$ cat src/sv/tgarle_pkg.sv
package tgarle_pkg;

	// result kinds on the output tuser
	typedef enum logic [1:0] {
		KIND_HEADER = 2'd0,
		KIND_RUN    = 2'd1,
		KIND_ERROR  = 2'd2
	} kind_t;

	// error codes
	typedef enum logic [1:0] {
		ERR_COLORMAP = 2'd0,
		ERR_IMG_TYPE = 2'd1,
		ERR_DEPTH    = 2'd2
	} err_t;

	localparam int unsigned QUEUE_DEPTH_DEF = 2;

	localparam int unsigned OUT_DATA_W = 112;

	// compact result record between front and back
	// header: data_a = {height, width}, count[2:0] = {flip_v, flip_h, alpha}
	// run:    data_a = color, data_b = first pixel, count = run length
	// error:  code
	typedef struct packed {
		kind_t       kind;
		err_t        code;
		logic [31:0] data_a;
		logic [31:0] data_b;
		logic [7:0]  count;
		logic        last;
	} rec_t;

	// handshake between queue and back end
	typedef struct packed {
		logic valid;
		rec_t rec;
	} rec_chan_t;

endpackage

$ cat src/sv/tgarle_front.sv
module tgarle_front (
	input  logic            clk,
	input  logic            arst_n,
	input  logic            byte_valid,
	input  logic [7:0]      byte_data,
	input  logic            byte_start,
	input  logic            space_ok,
	output logic            push,
	output tgarle_pkg::rec_t push_rec
);
	import tgarle_pkg::*;

	typedef enum logic [2:0] {
		PH_IDLE,
		PH_HEADER,
		PH_ID,
		PH_PACKET,
		PH_COLOR
	} phase_t;

	localparam logic [4:0] HDR_ID_LEN   = 5'd0;
	localparam logic [4:0] HDR_CMAP     = 5'd1;
	localparam logic [4:0] HDR_TYPE     = 5'd2;
	localparam logic [4:0] HDR_WIDTH_L  = 5'd12;
	localparam logic [4:0] HDR_WIDTH_H  = 5'd13;
	localparam logic [4:0] HDR_HEIGHT_L = 5'd14;
	localparam logic [4:0] HDR_HEIGHT_H = 5'd15;
	localparam logic [4:0] HDR_DEPTH    = 5'd16;
	localparam logic [4:0] HDR_DESC     = 5'd17;

	localparam logic [7:0] TYPE_RAW = 8'd2;
	localparam logic [7:0] TYPE_RLE = 8'd10;
	localparam logic [7:0] DEPTH_24 = 8'd24;
	localparam logic [7:0] DEPTH_32 = 8'd32;

	phase_t      phase_q, phase_d, phase_cur;
	logic [4:0]  hidx_q, hidx_d, idx;
	logic [7:0]  id_q, id_d;
	logic        comp_q, comp_d;
	logic [15:0] width_q, width_d;
	logic [15:0] height_q, height_d;
	logic        four_q, four_d;
	logic [1:0]  flip_q, flip_d;
	logic [31:0] tot_q;
	logic [31:0] pos_q, pos_d;
	logic [31:0] rem_q, rem_d;
	logic [7:0]  pkt_q, pkt_d;
	logic        run_q, run_d;
	logic [23:0] acc_q, acc_d;
	logic [1:0]  bidx_q, bidx_d;
	logic        accept;
	logic [7:0]  pcount;
	logic [7:0]  rcount;
	logic [1:0]  last_idx;
	logic [31:0] color;

	assign accept = byte_valid & space_ok;

	always_comb begin
		phase_cur = byte_start ? PH_HEADER : phase_q;
		idx       = byte_start ? 5'd0 : hidx_q;
		phase_d   = phase_cur;
		hidx_d    = hidx_q;
		id_d      = id_q;
		comp_d    = byte_start ? 1'b0 : comp_q;
		width_d   = width_q;
		height_d  = height_q;
		four_d    = byte_start ? 1'b0 : four_q;
		flip_d    = byte_start ? 2'b00 : flip_q;
		pos_d     = byte_start ? 32'd0 : pos_q;
		rem_d     = rem_q;
		pkt_d     = byte_start ? 8'd0 : pkt_q;
		run_d     = byte_start ? 1'b0 : run_q;
		acc_d     = acc_q;
		bidx_d    = byte_start ? 2'd0 : bidx_q;
		push      = 1'b0;
		push_rec  = '0;
		pcount    = {1'b0, byte_data[6:0]} + 8'd1;
		rcount    = 8'd1;
		last_idx  = four_q ? 2'd3 : 2'd2;
		color     = four_q ? {byte_data, acc_q} : {8'h00, byte_data, acc_q[15:0]};

		unique case (phase_cur)
			PH_HEADER: begin
				hidx_d = idx + 5'd1;
				case (idx)
					HDR_ID_LEN: id_d = byte_data;
					HDR_CMAP: begin
						if (byte_data != 8'd0) begin
							push          = 1'b1;
							push_rec.kind = KIND_ERROR;
							push_rec.code = ERR_COLORMAP;
							phase_d       = PH_IDLE;
						end
					end
					HDR_TYPE: begin
						if (byte_data != TYPE_RAW && byte_data != TYPE_RLE) begin
							push          = 1'b1;
							push_rec.kind = KIND_ERROR;
							push_rec.code = ERR_IMG_TYPE;
							phase_d       = PH_IDLE;
						end
						comp_d = (byte_data == TYPE_RLE);
					end
					HDR_WIDTH_L:  width_d  = {8'h00, byte_data};
					HDR_WIDTH_H:  width_d  = {byte_data, width_q[7:0]};
					HDR_HEIGHT_L: height_d = {8'h00, byte_data};
					HDR_HEIGHT_H: height_d = {byte_data, height_q[7:0]};
					HDR_DEPTH: begin
						if (byte_data != DEPTH_32 && byte_data != DEPTH_24) begin
							push          = 1'b1;
							push_rec.kind = KIND_ERROR;
							push_rec.code = ERR_DEPTH;
							phase_d       = PH_IDLE;
						end
						four_d = (byte_data == DEPTH_32);
					end
					HDR_DESC: begin
						flip_d          = {byte_data[5], byte_data[4]};
						pos_d           = 32'd0;
						rem_d           = tot_q;
						push            = 1'b1;
						push_rec.kind   = KIND_HEADER;
						push_rec.data_a = {height_q, width_q};
						push_rec.count  = {5'd0, byte_data[5], byte_data[4], four_q};
						push_rec.last   = (tot_q == 32'd0);
						bidx_d          = 2'd0;
						if (tot_q == 32'd0) begin
							phase_d = PH_IDLE;
						end else if (id_q != 8'd0) begin
							phase_d = PH_ID;
						end else begin
							phase_d = comp_q ? PH_PACKET : PH_COLOR;
						end
					end
					default: ;
				endcase
			end
			PH_ID: begin
				id_d = id_q - 8'd1;
				if (id_q == 8'd1) begin
					bidx_d  = 2'd0;
					phase_d = comp_q ? PH_PACKET : PH_COLOR;
				end
			end
			PH_PACKET: begin
				// clamp the packet at the image end
				pkt_d   = (rem_q < {24'd0, pcount}) ? rem_q[7:0] : pcount;
				run_d   = byte_data[7];
				bidx_d  = 2'd0;
				phase_d = PH_COLOR;
			end
			PH_COLOR: begin
				if (bidx_q < last_idx) begin
					case (bidx_q)
						2'd0:    acc_d[7:0]   = byte_data;
						2'd1:    acc_d[15:8]  = byte_data;
						default: acc_d[23:16] = byte_data;
					endcase
					bidx_d = bidx_q + 2'd1;
				end else begin
					if (comp_q && run_q && pkt_q != 8'd0) begin
						rcount = pkt_q;
					end
					bidx_d          = 2'd0;
					push            = 1'b1;
					push_rec.kind   = KIND_RUN;
					push_rec.data_a = color;
					push_rec.data_b = pos_q;
					push_rec.count  = rcount;
					push_rec.last   = (rem_q <= {24'd0, rcount});
					pos_d           = pos_q + {24'd0, rcount};
					rem_d           = rem_q - {24'd0, rcount};
					if (comp_q) begin
						pkt_d = (pkt_q >= rcount) ? pkt_q - rcount : 8'd0;
					end
					if (rem_q <= {24'd0, rcount}) begin
						phase_d = PH_IDLE;
					end else if (comp_q && pkt_d == 8'd0) begin
						phase_d = PH_PACKET;
					end
				end
			end
			default: ;
		endcase

		if (!accept) begin
			push = 1'b0;
		end
	end

	always_ff @(posedge clk or negedge arst_n) begin
		if (!arst_n) begin
			phase_q  <= PH_IDLE;
			hidx_q   <= '0;
			id_q     <= '0;
			comp_q   <= 1'b0;
			width_q  <= '0;
			height_q <= '0;
			four_q   <= 1'b0;
			flip_q   <= '0;
			tot_q    <= '0;
			pos_q    <= '0;
			rem_q    <= '0;
			pkt_q    <= '0;
			run_q    <= 1'b0;
			acc_q    <= '0;
			bidx_q   <= '0;
		end else begin
			// pixel total ready two bytes after the height is complete
			tot_q <= {16'd0, width_q} * {16'd0, height_q};
			if (accept) begin
				phase_q  <= phase_d;
				hidx_q   <= hidx_d;
				id_q     <= id_d;
				comp_q   <= comp_d;
				width_q  <= width_d;
				height_q <= height_d;
				four_q   <= four_d;
				flip_q   <= flip_d;
				pos_q    <= pos_d;
				rem_q    <= rem_d;
				pkt_q    <= pkt_d;
				run_q    <= run_d;
				acc_q    <= acc_d;
				bidx_q   <= bidx_d;
			end
		end
	end

endmodule

$ cat src/sv/tgarle_queue.sv
module tgarle_queue #(
	parameter int unsigned DEPTH = tgarle_pkg::QUEUE_DEPTH_DEF
) (
	input  logic                 clk,
	input  logic                 arst_n,
	input  logic                 push,
	input  tgarle_pkg::rec_t     push_rec,
	output logic                 space_ok,
	output tgarle_pkg::rec_chan_t head,
	input  logic                 pop
);
	import tgarle_pkg::*;

	localparam int unsigned PTR_W = (DEPTH > 1) ? $clog2(DEPTH) : 1;
	localparam int unsigned CNT_W = $clog2(DEPTH + 1);
	localparam logic [PTR_W-1:0] PTR_LAST = PTR_W'(DEPTH - 1);
	localparam logic [CNT_W-1:0] CNT_FULL = CNT_W'(DEPTH);

	rec_t             slots_q [DEPTH];
	logic [PTR_W-1:0] wr_q, rd_q;
	logic [CNT_W-1:0] cnt_q;
	logic             do_push, do_pop;

	assign space_ok  = (cnt_q != CNT_FULL);
	assign head.valid = (cnt_q != '0);
	assign head.rec   = slots_q[rd_q];
	assign do_push   = push & space_ok;
	assign do_pop    = pop & head.valid;

	always_ff @(posedge clk) begin
		if (do_push) begin
			slots_q[wr_q] <= push_rec;
		end
	end

	always_ff @(posedge clk or negedge arst_n) begin
		if (!arst_n) begin
			wr_q  <= '0;
			rd_q  <= '0;
			cnt_q <= '0;
		end else begin
			if (do_push) begin
				wr_q <= (wr_q == PTR_LAST) ? '0 : wr_q + PTR_W'(1);
			end
			if (do_pop) begin
				rd_q <= (rd_q == PTR_LAST) ? '0 : rd_q + PTR_W'(1);
			end
			if (do_push && !do_pop) begin
				cnt_q <= cnt_q + CNT_W'(1);
			end else if (do_pop && !do_push) begin
				cnt_q <= cnt_q - CNT_W'(1);
			end
		end
	end

endmodule

$ cat src/sv/tgarle_back.sv
module tgarle_back (
	input  logic                                 clk,
	input  logic                                 arst_n,
	input  tgarle_pkg::rec_chan_t                head,
	output logic                                 pop,
	output logic                                 out_valid,
	input  logic                                 out_ready,
	output logic [tgarle_pkg::OUT_DATA_W-1:0]    out_data,
	output logic [1:0]                           out_user,
	output logic                                 out_last
);
	import tgarle_pkg::*;

	logic        valid_q;
	logic [1:0]  kind_q;
	logic [1:0]  code_q;
	logic [15:0] width_q, height_q;
	logic        alpha_q, fh_q, fv_q;
	logic [31:0] color_q, first_q;
	logic [7:0]  count_q;
	logic        last_q;

	assign pop = head.valid & (~valid_q | out_ready);

	always_ff @(posedge clk or negedge arst_n) begin
		if (!arst_n) begin
			valid_q <= 1'b0;
		end else if (!valid_q || out_ready) begin
			valid_q <= head.valid;
		end
	end

	// unpack the record into the result fields, zero where unused
	always_ff @(posedge clk) begin
		if (pop) begin
			kind_q   <= head.rec.kind;
			code_q   <= '0;
			width_q  <= '0;
			height_q <= '0;
			alpha_q  <= 1'b0;
			fh_q     <= 1'b0;
			fv_q     <= 1'b0;
			color_q  <= '0;
			first_q  <= '0;
			count_q  <= '0;
			last_q   <= 1'b0;
			unique case (head.rec.kind)
				KIND_HEADER: begin
					width_q  <= head.rec.data_a[15:0];
					height_q <= head.rec.data_a[31:16];
					alpha_q  <= head.rec.count[0];
					fh_q     <= head.rec.count[1];
					fv_q     <= head.rec.count[2];
					last_q   <= head.rec.last;
				end
				KIND_RUN: begin
					color_q <= head.rec.data_a;
					first_q <= head.rec.data_b;
					count_q <= head.rec.count;
					last_q  <= head.rec.last;
				end
				KIND_ERROR: code_q <= head.rec.code;
				default: ;
			endcase
		end
	end

	assign out_valid = valid_q;
	assign out_user  = kind_q;
	assign out_last  = last_q;
	assign out_data  = {3'b000, first_q, count_q, color_q, fv_q, fh_q, alpha_q,
		height_q, width_q, code_q};

endmodule

$ cat src/sv/tga_truecolor_rle_decoder_core.sv
// channel   dir  tdata                                   tuser       tlast
// s_axis    in   in_byte[7:0]                            start_file  -
// m_axis    out  error_code, image_width, image_height,  out_kind    last_of_image
//                has_alpha, flip_h, flip_v, pixel_color,
//                run_count, first_pixel (112 bits)
//
// one file byte per clock while the queue has room; results are queued, then registered
// the front parser decides each byte combinationally; the 16x16 pixel-total multiply is
// registered and used at the descriptor byte, two bytes after the height completes
// arst_n clears the parser to idle and empties the queue and output register
// an output stall fills the result queue; s_axis_tready drops only when it is full
module tga_truecolor_rle_decoder_core #(
	parameter int unsigned QUEUE_DEPTH = tgarle_pkg::QUEUE_DEPTH_DEF
) (
	input  logic                              clk,
	input  logic                              arst_n,
	// file bytes
	input  logic                              s_axis_tvalid,
	output logic                              s_axis_tready,
	input  logic [7:0]                        s_axis_tdata,  // [7:0] in_byte
	input  logic                              s_axis_tuser,  // [0] start_file
	// results
	output logic                              m_axis_tvalid,
	input  logic                              m_axis_tready,
	// [1:0] error_code, [17:2] image_width, [33:18] image_height, [34] has_alpha,
	// [35] flip_horizontal, [36] flip_vertical, [68:37] pixel_color,
	// [76:69] run_count, [108:77] first_pixel, [111:109] zero
	output logic [tgarle_pkg::OUT_DATA_W-1:0] m_axis_tdata,
	output logic [1:0]                        m_axis_tuser,  // [1:0] out_kind
	output logic                              m_axis_tlast   // last_of_image
);
	import tgarle_pkg::*;

	logic      space_ok;
	logic      push;
	rec_t      push_rec;
	rec_chan_t head;
	logic      pop;

	// the front takes a byte whenever the queue has room, even when it makes no result
	assign s_axis_tready = space_ok;

	// byte parser: header, id skip, packet headers, color assembly
	tgarle_front u_front (
		.clk        (clk),
		.arst_n     (arst_n),
		.byte_valid (s_axis_tvalid),
		.byte_data  (s_axis_tdata),
		.byte_start (s_axis_tuser),
		.space_ok   (space_ok),
		.push       (push),
		.push_rec   (push_rec)
	);

	// short result queue decoupling the parser from the output side
	tgarle_queue #(
		.DEPTH (QUEUE_DEPTH)
	) u_queue (
		.clk      (clk),
		.arst_n   (arst_n),
		.push     (push),
		.push_rec (push_rec),
		.space_ok (space_ok),
		.head     (head),
		.pop      (pop)
	);

	// result formatting into the output register
	tgarle_back u_back (
		.clk       (clk),
		.arst_n    (arst_n),
		.head      (head),
		.pop       (pop),
		.out_valid (m_axis_tvalid),
		.out_ready (m_axis_tready),
		.out_data  (m_axis_tdata),
		.out_user  (m_axis_tuser),
		.out_last  (m_axis_tlast)
	);

endmodule

$ cat config.mk
export PLATFORM = sky130hd
export DESIGN_NAME = tga_truecolor_rle_decoder_core
export DESIGN_NICKNAME = d
export VERILOG_FILES = /design/src/sv/tgarle_pkg.sv /design/src/sv/tgarle_front.sv /design/src/sv/tgarle_queue.sv /design/src/sv/tgarle_back.sv /design/src/sv/tga_truecolor_rle_decoder_core.sv
export SDC_FILE = /design/constraint.sdc
export NUM_CORES = 1
export LEC_CHECK = 0
export BUFFER_PORTS_ARGS = -buffer_cell sky130_fd_sc_hd__buf_2
export CAP_MARGIN = 15
export CORE_MARGIN = 10
export CORE_UTILIZATION = 60
export DETAILED_ROUTE_END_ITERATION = 8
export PLACE_DENSITY = 0.9
export SETUP_SLACK_MARGIN = 0.2
export SKIP_LAST_GASP = 1
export SYNTH_ARGS = -nofsm -noshare
export SYNTH_HDL_FRONTEND = slang
export SYNTH_SLANG_ARGS = --single-unit
$ cat constraint.sdc
create_clock -name clk -period 12.85 [get_ports clk]
set_clock_uncertainty 0.2 [all_clocks]
set_input_delay 0.6425 -clock clk [delete_from_list [all_inputs] [get_ports clk]]
set_output_delay 0.6425 -clock clk [all_outputs]
set_load 0.05 [all_outputs]
==> results of run 1 <==
==> area by class of cell <==
| class | instances | area share (%) |
|---|---|---|
| Clock buffer | 54 | 3.86 |
| Inverter | 299 | 3.59 |
| Timing Repair Buffer | 148 | 2.63 |
| Clock inverter | 29 | 0.966 |
| Multi-Input combinational cell | 1801 | 46.2 |
| Tap cell | 615 | 2.45 |
| Sequential cell | 452 | 40.3 |
| Antenna cell | 1 | 0.00798 |
==> worst max-delay path: stages, from the launching register on <==
cell and delay [ps]:
dfrtp_1 860, nand2_1 200, fa_1 590, inv_1 60
fa_1 480, fa_1 570, fa_1 440, fa_1 490
inv_1 50, fa_1 470, inv_1 40, ha_1 350
a211o_1 320, o2111ai_1 220, nor2_1 70, o21ai_1 180
o21ai_0 180, o41ai_2 380, o2111ai_1 190, a21oi_1 200
xnor2_1 160
==> state kept, by name, summed over array words and instances, names as in the netlist, 2 cells and up <==
register          flops
u_back.code_q         2
u_back.color_q       32
u_back.count_q        8
u_back.first_q       32
u_back.height_q      16
u_back.out_user       2
u_back.width_q       16
u_front.acc_q        24
u_front.bidx_q        2
u_front.height_q     16
u_front.hidx_q        5
u_front.id_q          8
u_front.phase_q       3
u_front.pkt_q         8
u_front.pos_q        32
u_front.rem_q        32
u_front.tot_q        32
u_front.width_q      16
u_queue.cnt_q         2
u_queue.slots_q     154
==> logic make-up (layout without fill, tap and decap cells) <==
group,count (synthesis),count (layout),synth area share (%)
multiplexers,118,118,4.23
XOR/XNOR,42,42,1.28
flip-flops,452,452,43.9
adder cells (fa/ha/maj),340,340,19.9
buffers and inverters,443,530,5.91
AO/OA/AOI/OAI,468,468,10.8
other,1,4,0.0130
AND/OR/NAND/NOR,830,830,14.0
==> worst max-delay path by stage <==
stage | start | end | slack (ps) | cells past startpoint
2_1_floorplan | u_front.height_q[1]$_DFFE_PN0P_ | u_front.tot_q[31]$_DFF_PN0_ | 6770 | 22
3_3_place_gp | u_front.height_q[7]$_DFFE_PN0P_ | u_front.tot_q[30]$_DFF_PN0_ | 6350 | 21
3_5_place_dp | u_front.height_q[7]$_DFFE_PN0P_ | u_front.tot_q[31]$_DFF_PN0_ | 6160 | 20
4_1_cts | u_front.width_q[15]$_DFFE_PN0P_ | u_front.tot_q[31]$_DFF_PN0_ | 6120 | 20
5_1_grt | u_front.height_q[7]$_DFFE_PN0P_ | u_front.tot_q[30]$_DFF_PN0_ | 5770 | 22
6_report | u_front.height_q[7]$_DFFE_PN0P_ | u_front.tot_q[31]$_DFF_PN0_ | 6050 | 20
==> layer usage <==
metal	GRT usage, %	up-vias
met1	33.2	10567
met4	9.92	2
met5	0	-
met3	5.19	196
li1	-	9311
met2	42.4	1156
==> power by group through the flow <==
stage / clock, W / combinational [W] / sequential [W]
CTS: 0.00136 / 0.00122 / 0.00195
global route: 0.00142 / 0.00129 / 0.00198
finish: 0.00135 / 0.00123 / 0.00196
detailed placement: 0 / 0.00121 / 0.00197
global placement: 0 / 0.00117 / 0.00196
floorplan: 0 / 0.000436 / 0.00244
==> synthesized netlist by cell type (all sizes together) (8+ instances only) <==
| master | count | area share, % |
|---|---|---|
| a21o | 25 | 0.65 |
| or3 | 13 | 0.28 |
| a211oi | 12 | 0.31 |
| o21a | 13 | 0.34 |
| a22oi | 8 | 0.21 |
| fa | 196 | 14 |
| a31oi | 22 | 0.48 |
| edfxtp | 266 | 28 |
| o211ai | 13 | 0.34 |
| nor3 | 39 | 0.81 |
| mux2 | 27 | 1.1 |
| o21ai | 131 | 2.3 |
| o21bai | 12 | 0.31 |
| inv | 299 | 3.9 |
| xor2 | 12 | 0.37 |
| a22o | 41 | 1.2 |
| nor2 | 203 | 2.7 |
| nand2b | 13 | 0.28 |
| mux2i | 91 | 3.2 |
| dfrtp | 186 | 16 |
| and3 | 39 | 0.85 |
| xnor2 | 30 | 0.91 |
| o22ai | 10 | 0.24 |
| nor4 | 21 | 0.53 |
| a21oi | 99 | 1.7 |
| nand4 | 21 | 0.46 |
| a32o | 10 | 0.35 |
| and2 | 139 | 3.0 |
| clkbuf | 121 | 1.6 |
| nand2 | 275 | 3.6 |
| o31ai | 10 | 0.26 |
| buf | 23 | 0.43 |
| ha | 144 | 6.3 |
| nand3 | 39 | 0.68 |
| nor2b | 9 | 0.20 |
==> per-stage QoR <==
| step | utilization, % | cell area, um2 | setup slack, ps |
|---|---|---|---|
| 2_1_floorplan | - | 28800 | 6770 |
| 3_3_place_gp | 62.7 | 29800 | 6350 |
| 3_5_place_dp | 62.7 | 29800 | 6160 |
| 4_1_cts | 65.9 | 31300 | 6120 |
| 5_1_grt | 66.0 | 31400 | 5770 |
| 6_report | 66.0 | 31400 | 6050 |
==> impl_metrics.yaml, run 1 <==
cells_and_area:
  final_cells: 3399
  register_area_um2: 12600
  nets: 3100
  nFillCells: 3264
  drive_gt1_share_pct: 10.3
  final_common_cell: "inv_1"
  layout_common_cells: "inv_1, nand2_1, edfxtp_1"
  syn2layout_area_growth_pct: 8.94
  multi_input_area_um2: 14500
min_path:
  hold_path_startpoint: "m_axis_tready"
  worstHoldPathType: "primary input to flip-flop"
  hold_path_end: "u_back.out_valid$_DFFE_PN0N_"
  hold_depth: 3
critical_path:
  required_ps: 13150
  critPathLaunchType: "flip-flop"
  criticalPathCategory: "flip-flop to flip-flop"
  reg2reg_setup_slack_ps: 6050
  reg2reg_to: "u_front.tot_q[31]$_DFF_PN0_"
  reg2reg_depth: 20
  cp_max_fo: 18
  cp.arrival_ps: 7100
  reg2reg_from: "u_front.height_q[7]$_DFFE_PN0P_"
  crit_path_end_kind: "flip-flop"
global_routing:
  antenna_found_initial: 2
  grtUsageTotal_pct: 25.8
  grt_pass1_vias: 21818
  grt_max_degree: 78
  grt_pass1_wl_um: 118000
  grt-ovfl-total: 0
timing:
  setup_tns_ps: 0
  setup_violations: 0
  timing.final.crit_share_pct: 52.9
  finalHoldViolations: 0
  slew_violations: 0
  rsz0062_at_grt: "no"
  min_period_ps: 6800
  worst_slew_pin_slew_ps: 1090
  timing.fmax_mhz: 147
  slew-limit-headroom_pct: 27.2
  whs_ps: 158
die:
  die_area_um2: 57100
  start_util_pct: 60.5
  rows: 80
  ios: 130
  core_um2: 47500
  die_w_um: 239
  die_h_um: 239
route:
  wl_met1_um: 28200
  drt_iter0_markers: 2370
  wl_met3_um: 6680
  viasPerCell: 6.25
  wl_met2_um: 35600
  totalWireLength_um: 73200
  dr.max_layer_used: "met5"
  final_antenna_net_count: 0
  via_count: 21232
  drc_errors: 0
  drt_pass1_iterations: 8
  wire_per_inst_um: 21.5
logic_synthesis:
  async_flop_share_pct: 41.2
  ys.flop_type: "edfxtp_1"
  synth-seq-area-share_pct: 43.9
  ys_seq_elements: 452
  syn_inst: 2694
  synth_cell_types: 86
  synth_edf_count: 266
  synth.avg_cell_area_um2: 10.7
  syn_area_um2: 28800
  yosysWarnings: 0
pwr:
  ir_worst_vdd_mv: 0.143
  combPwrFrac_pct: 27.1
  leakage_nw: 14.2
  switching_share_pct: 37.5
  p_sw_w: 0.00170
  p_clk_share_pct: 29.8
  seq_power_share_pct: 43.1
  power.internal_w: 0.00284
  finalPower_w: 0.00454
  pwr_density_cell_nw_per_um2: 145
clock_network:
  cts.clk_slew.worst_paths_ps: 70
  cts.htree.levels: 2
  clk_latency_ps: 600
  clockBufferDepth: 3
  cts_buffers: 45
  clkSinkCount: 452
  cts-resized-gates: 0
  holdBufCountCts: 1
  cts_tree: "yes"
  post-cts-setup-buffer-count: 0
  clockRootBuffer: "clkbuf_16"
place:
  dp_hpwl_um: 50100
  port_buffers: 126
  place_inst: 3312
  gp_congestion: 0.935
run_status:
  outcome: "finished clean"
run:
  drv_cap: 0
Power figures use the tool's default switching activity.
==> inputs of run 2 (changes only) <==
CORE_UTILIZATION = 57   (was 60)
clock period = 5.58 ns   (was 12.85 ns; I/O delays follow)
==> run 2 against run 1 <==
Maximum frequency up 7.3%; sequential cell count unchanged; setup slack worse by 6800 ps; sequential share of layout area down 2.4 points; clock-buffer cell count up 11; via count up 6.3%; global-route usage about the same; core utilization up 0.80 points; critical path type unchanged; the flow now finishes with violations (negative setup slack); sequential power up 130%; critical path depth up 1.
==> impl_metrics.yaml, run 2 (synthesis gave the netlist of run 1 again) <==
run_status:
  outcome: "complete, but fails checks"
  violations: "negative setup slack"
clock_network:
  cts.htree.levels: 2
  clockBufferDepth: 3
  cts_buffers: 44
  cts.clk_slew.worst_paths_ps: 60
  cts_tree: "yes"
  clk_latency_ps: 600
  clkSinkCount: 452
  clockRootBuffer: "clkbuf_16"
cells_and_area:
  multi_input_area_um2: 15100
  drive_gt1_share_pct: 19.4
  fin_area_um2: 33400
  final_common_cell: "inv_1"
  register_area_um2: 12700
  nFillCells: 3435
  largest-register: "u_queue.slots_q"
  n_antenna_cell: 0
  largest_reg_flops: 154
  layout_common_cells: "inv_1, nand2_1, edfxtp_1"
  syn2layout_area_growth_pct: 16.1
  final_util_pct: 66.8
  nets: 3271
min_path:
  hold_path_startpoint: "s_axis_tuser"
  hold_path_end: "u_front.hidx_q[3]$_DFFE_PN0P_"
  worstHoldPathType: "primary input to flip-flop"
  hold_depth: 2
critical_path:
  crit_path_end_kind: "flip-flop"
  reg2reg_from: "u_front.width_q[8]$_DFFE_PN0P_"
  max_stage_delay_ps: 650
  reg2reg_to: "u_front.tot_q[31]$_DFF_PN0_"
  required_ps: 5900
  reg2reg_depth: 21
  path_common_cell: "fa_1"
  cp_cell_sequence: "buf_6 -> nand2_1 -> fa_1 -> fa_1 -> fa_2 -> inv_2 -> ha_4 -> fa_1 -> inv_1 -> fa_1 -> inv_2 -> ha_4 -> a2111oi_4 -> o21a_1 -> o31ai_4 -> o21ai_2 -> o21ai_2 -> o41ai_4 -> o2111ai_2 -> a21oi_2 -> xnor2_1"
  cp.arrival_ps: 6650
  cp_max_fo: 6
  reg2reg_setup_slack_ps: -750
  critPathLaunchType: "flip-flop"
  cp_slowest_cell: "fa_1"
  criticalPathCategory: "flip-flop to flip-flop"
die:
  die_w_um: 245
  rows: 82
  start_util_pct: 57.5
  die_area_um2: 59900
  core_um2: 50100
  die_h_um: 245
  ios: 130
global_routing:
  grt-ovfl-total: 0
  grt_pass1_vias: 22997
  grt_pass1_wl_um: 125000
  antenna_found_initial: 0
  grtUsageTotal_pct: 25.8
  grt_max_degree: 79
route:
  totalWireLength_um: 81000
  final_antenna_net_count: 0
  drt_iter0_markers: 2708
  viasPerCell: 6.22
  via_count: 22570
  wire_per_inst_um: 22.4
  drt_pass1_iterations: 7
  drc_errors: 0
pwr:
  combPwrFrac_pct: 28.3
  p_sw_w: 0.00397
  p_clk_share_pct: 29.5
  power.internal_w: 0.00662
  pwr_density_cell_nw_per_um2: 317
  ir_worst_vdd_mv: 0.296
  seq_power_share_pct: 42.3
  switching_share_pct: 37.5
  leakage_nw: 15.2
place:
  dp_hpwl_um: 54100
  port_buffers: 126
  place_area_um2: 31000
  gp_congestion: 0.991
timing:
  fin_ws_ps: -753
  min_period_ps: 6330
  finalHoldViolations: 0
  rsz0062_at_grt: "yes"
  setup_violations: 17
  timing.fmax_mhz: 158
  slew-limit-headroom_pct: 28.1
  timing.final.crit_share_pct: 114
  worst_slew_pin_slew_ps: 1080
  slew_violations: 0
run:
  drv_cap: 0
## run 2: layout make-up
cell class / count / area share, %
Clock buffer: 65 / 3.87
Clock inverter: 17 / 0.603
Inverter: 299 / 3.37
Multi-Input combinational cell: 1801 / 45.1
Sequential cell: 452 / 37.9
Tap cell: 672 / 2.52
Timing Repair Buffer: 320 / 6.63
## run 2: timing repair
| action | CTS | global route |
|---|---|---|
| hold buffers | 8 | 0 |
| buffers inserted | 20 | 12 |
| endpoints found under the setup margin | 20 | 21 |
| pin swaps | 11 | 29 |
| hold endpoints to repair | 87 | 0 |
| gates resized for setup | 78 | 71 |
## run 2: worst max path at each step
stage	startpoint	endpoint	slack, ps	cells past startpoint
finish	u_front.width_q[8]$_DFFE_PN0P_	u_front.tot_q[31]$_DFF_PN0_	-750	21
global route	u_front.width_q[8]$_DFFE_PN0P_	u_front.tot_q[31]$_DFF_PN0_	-850	21
CTS	u_front.width_q[10]$_DFFE_PN0P_	u_front.tot_q[30]$_DFF_PN0_	-350	23
detailed placement	u_front.width_q[8]$_DFFE_PN0P_	u_front.tot_q[31]$_DFF_PN0_	-650	20
global placement	u_front.width_q[8]$_DFFE_PN0P_	u_front.tot_q[31]$_DFF_PN0_	-450	21
floorplan	u_front.height_q[10]$_DFFE_PN0P_	u_front.tot_q[31]$_DFF_PN0_	-170	22
## run 2: metrics by stage
stage / hold WS (ps) / TNS (ps) / std cells / power [W] / worst slack, ps
2_1_floorplan: -217 / -366 / 2696 / 0.00663 / -173
3_3_place_gp: 177 / -2870 / 3501 / 0.00727 / -446
3_5_place_dp: 182 / -5090 / 3501 / 0.00740 / -651
4_1_cts: 10.0 / -2850 / 3611 / 0.0105 / -349
5_1_grt: 40.4 / -8590 / 3626 / 0.0109 / -851
6_report: 33.5 / -7080 / 3626 / 0.0106 / -753
## run 2: worst max-delay path: cells and delay by family (launching register included)
family / cells / cell delay [ps]
and+or+nand+nor: 1 / 180
DFF: 1 / 470
adders and majority gates: 7 / 3180
buffers and inverters: 4 / 320
AOI/OAI and AO/OA: 8 / 1780
xor gates and xnor gates: 1 / 130
## run 2: metal layers
layer	up-vias	global-route usage [%]	part of all wire [%]
li1	9643	-	-
met1	11147	31.8	36
met2	1453	43.9	49
met3	327	5.32	10
met4	0	10.3	4.7
met5	-	0	0
## run 2: power by group through the flow
| stage | Combinational, W | Clock, W | Sequential [W] |
|---|---|---|---|
| after floorplan | 0.00102 | 0 | 0.00561 |
| after global placement | 0.00281 | 0 | 0.00447 |
| after detailed placement | 0.00289 | 0 | 0.00451 |
| after CTS | 0.00295 | 0.00311 | 0.00446 |
| after global routing | 0.00314 | 0.00325 | 0.00451 |
| final | 0.00300 | 0.00312 | 0.00448 |
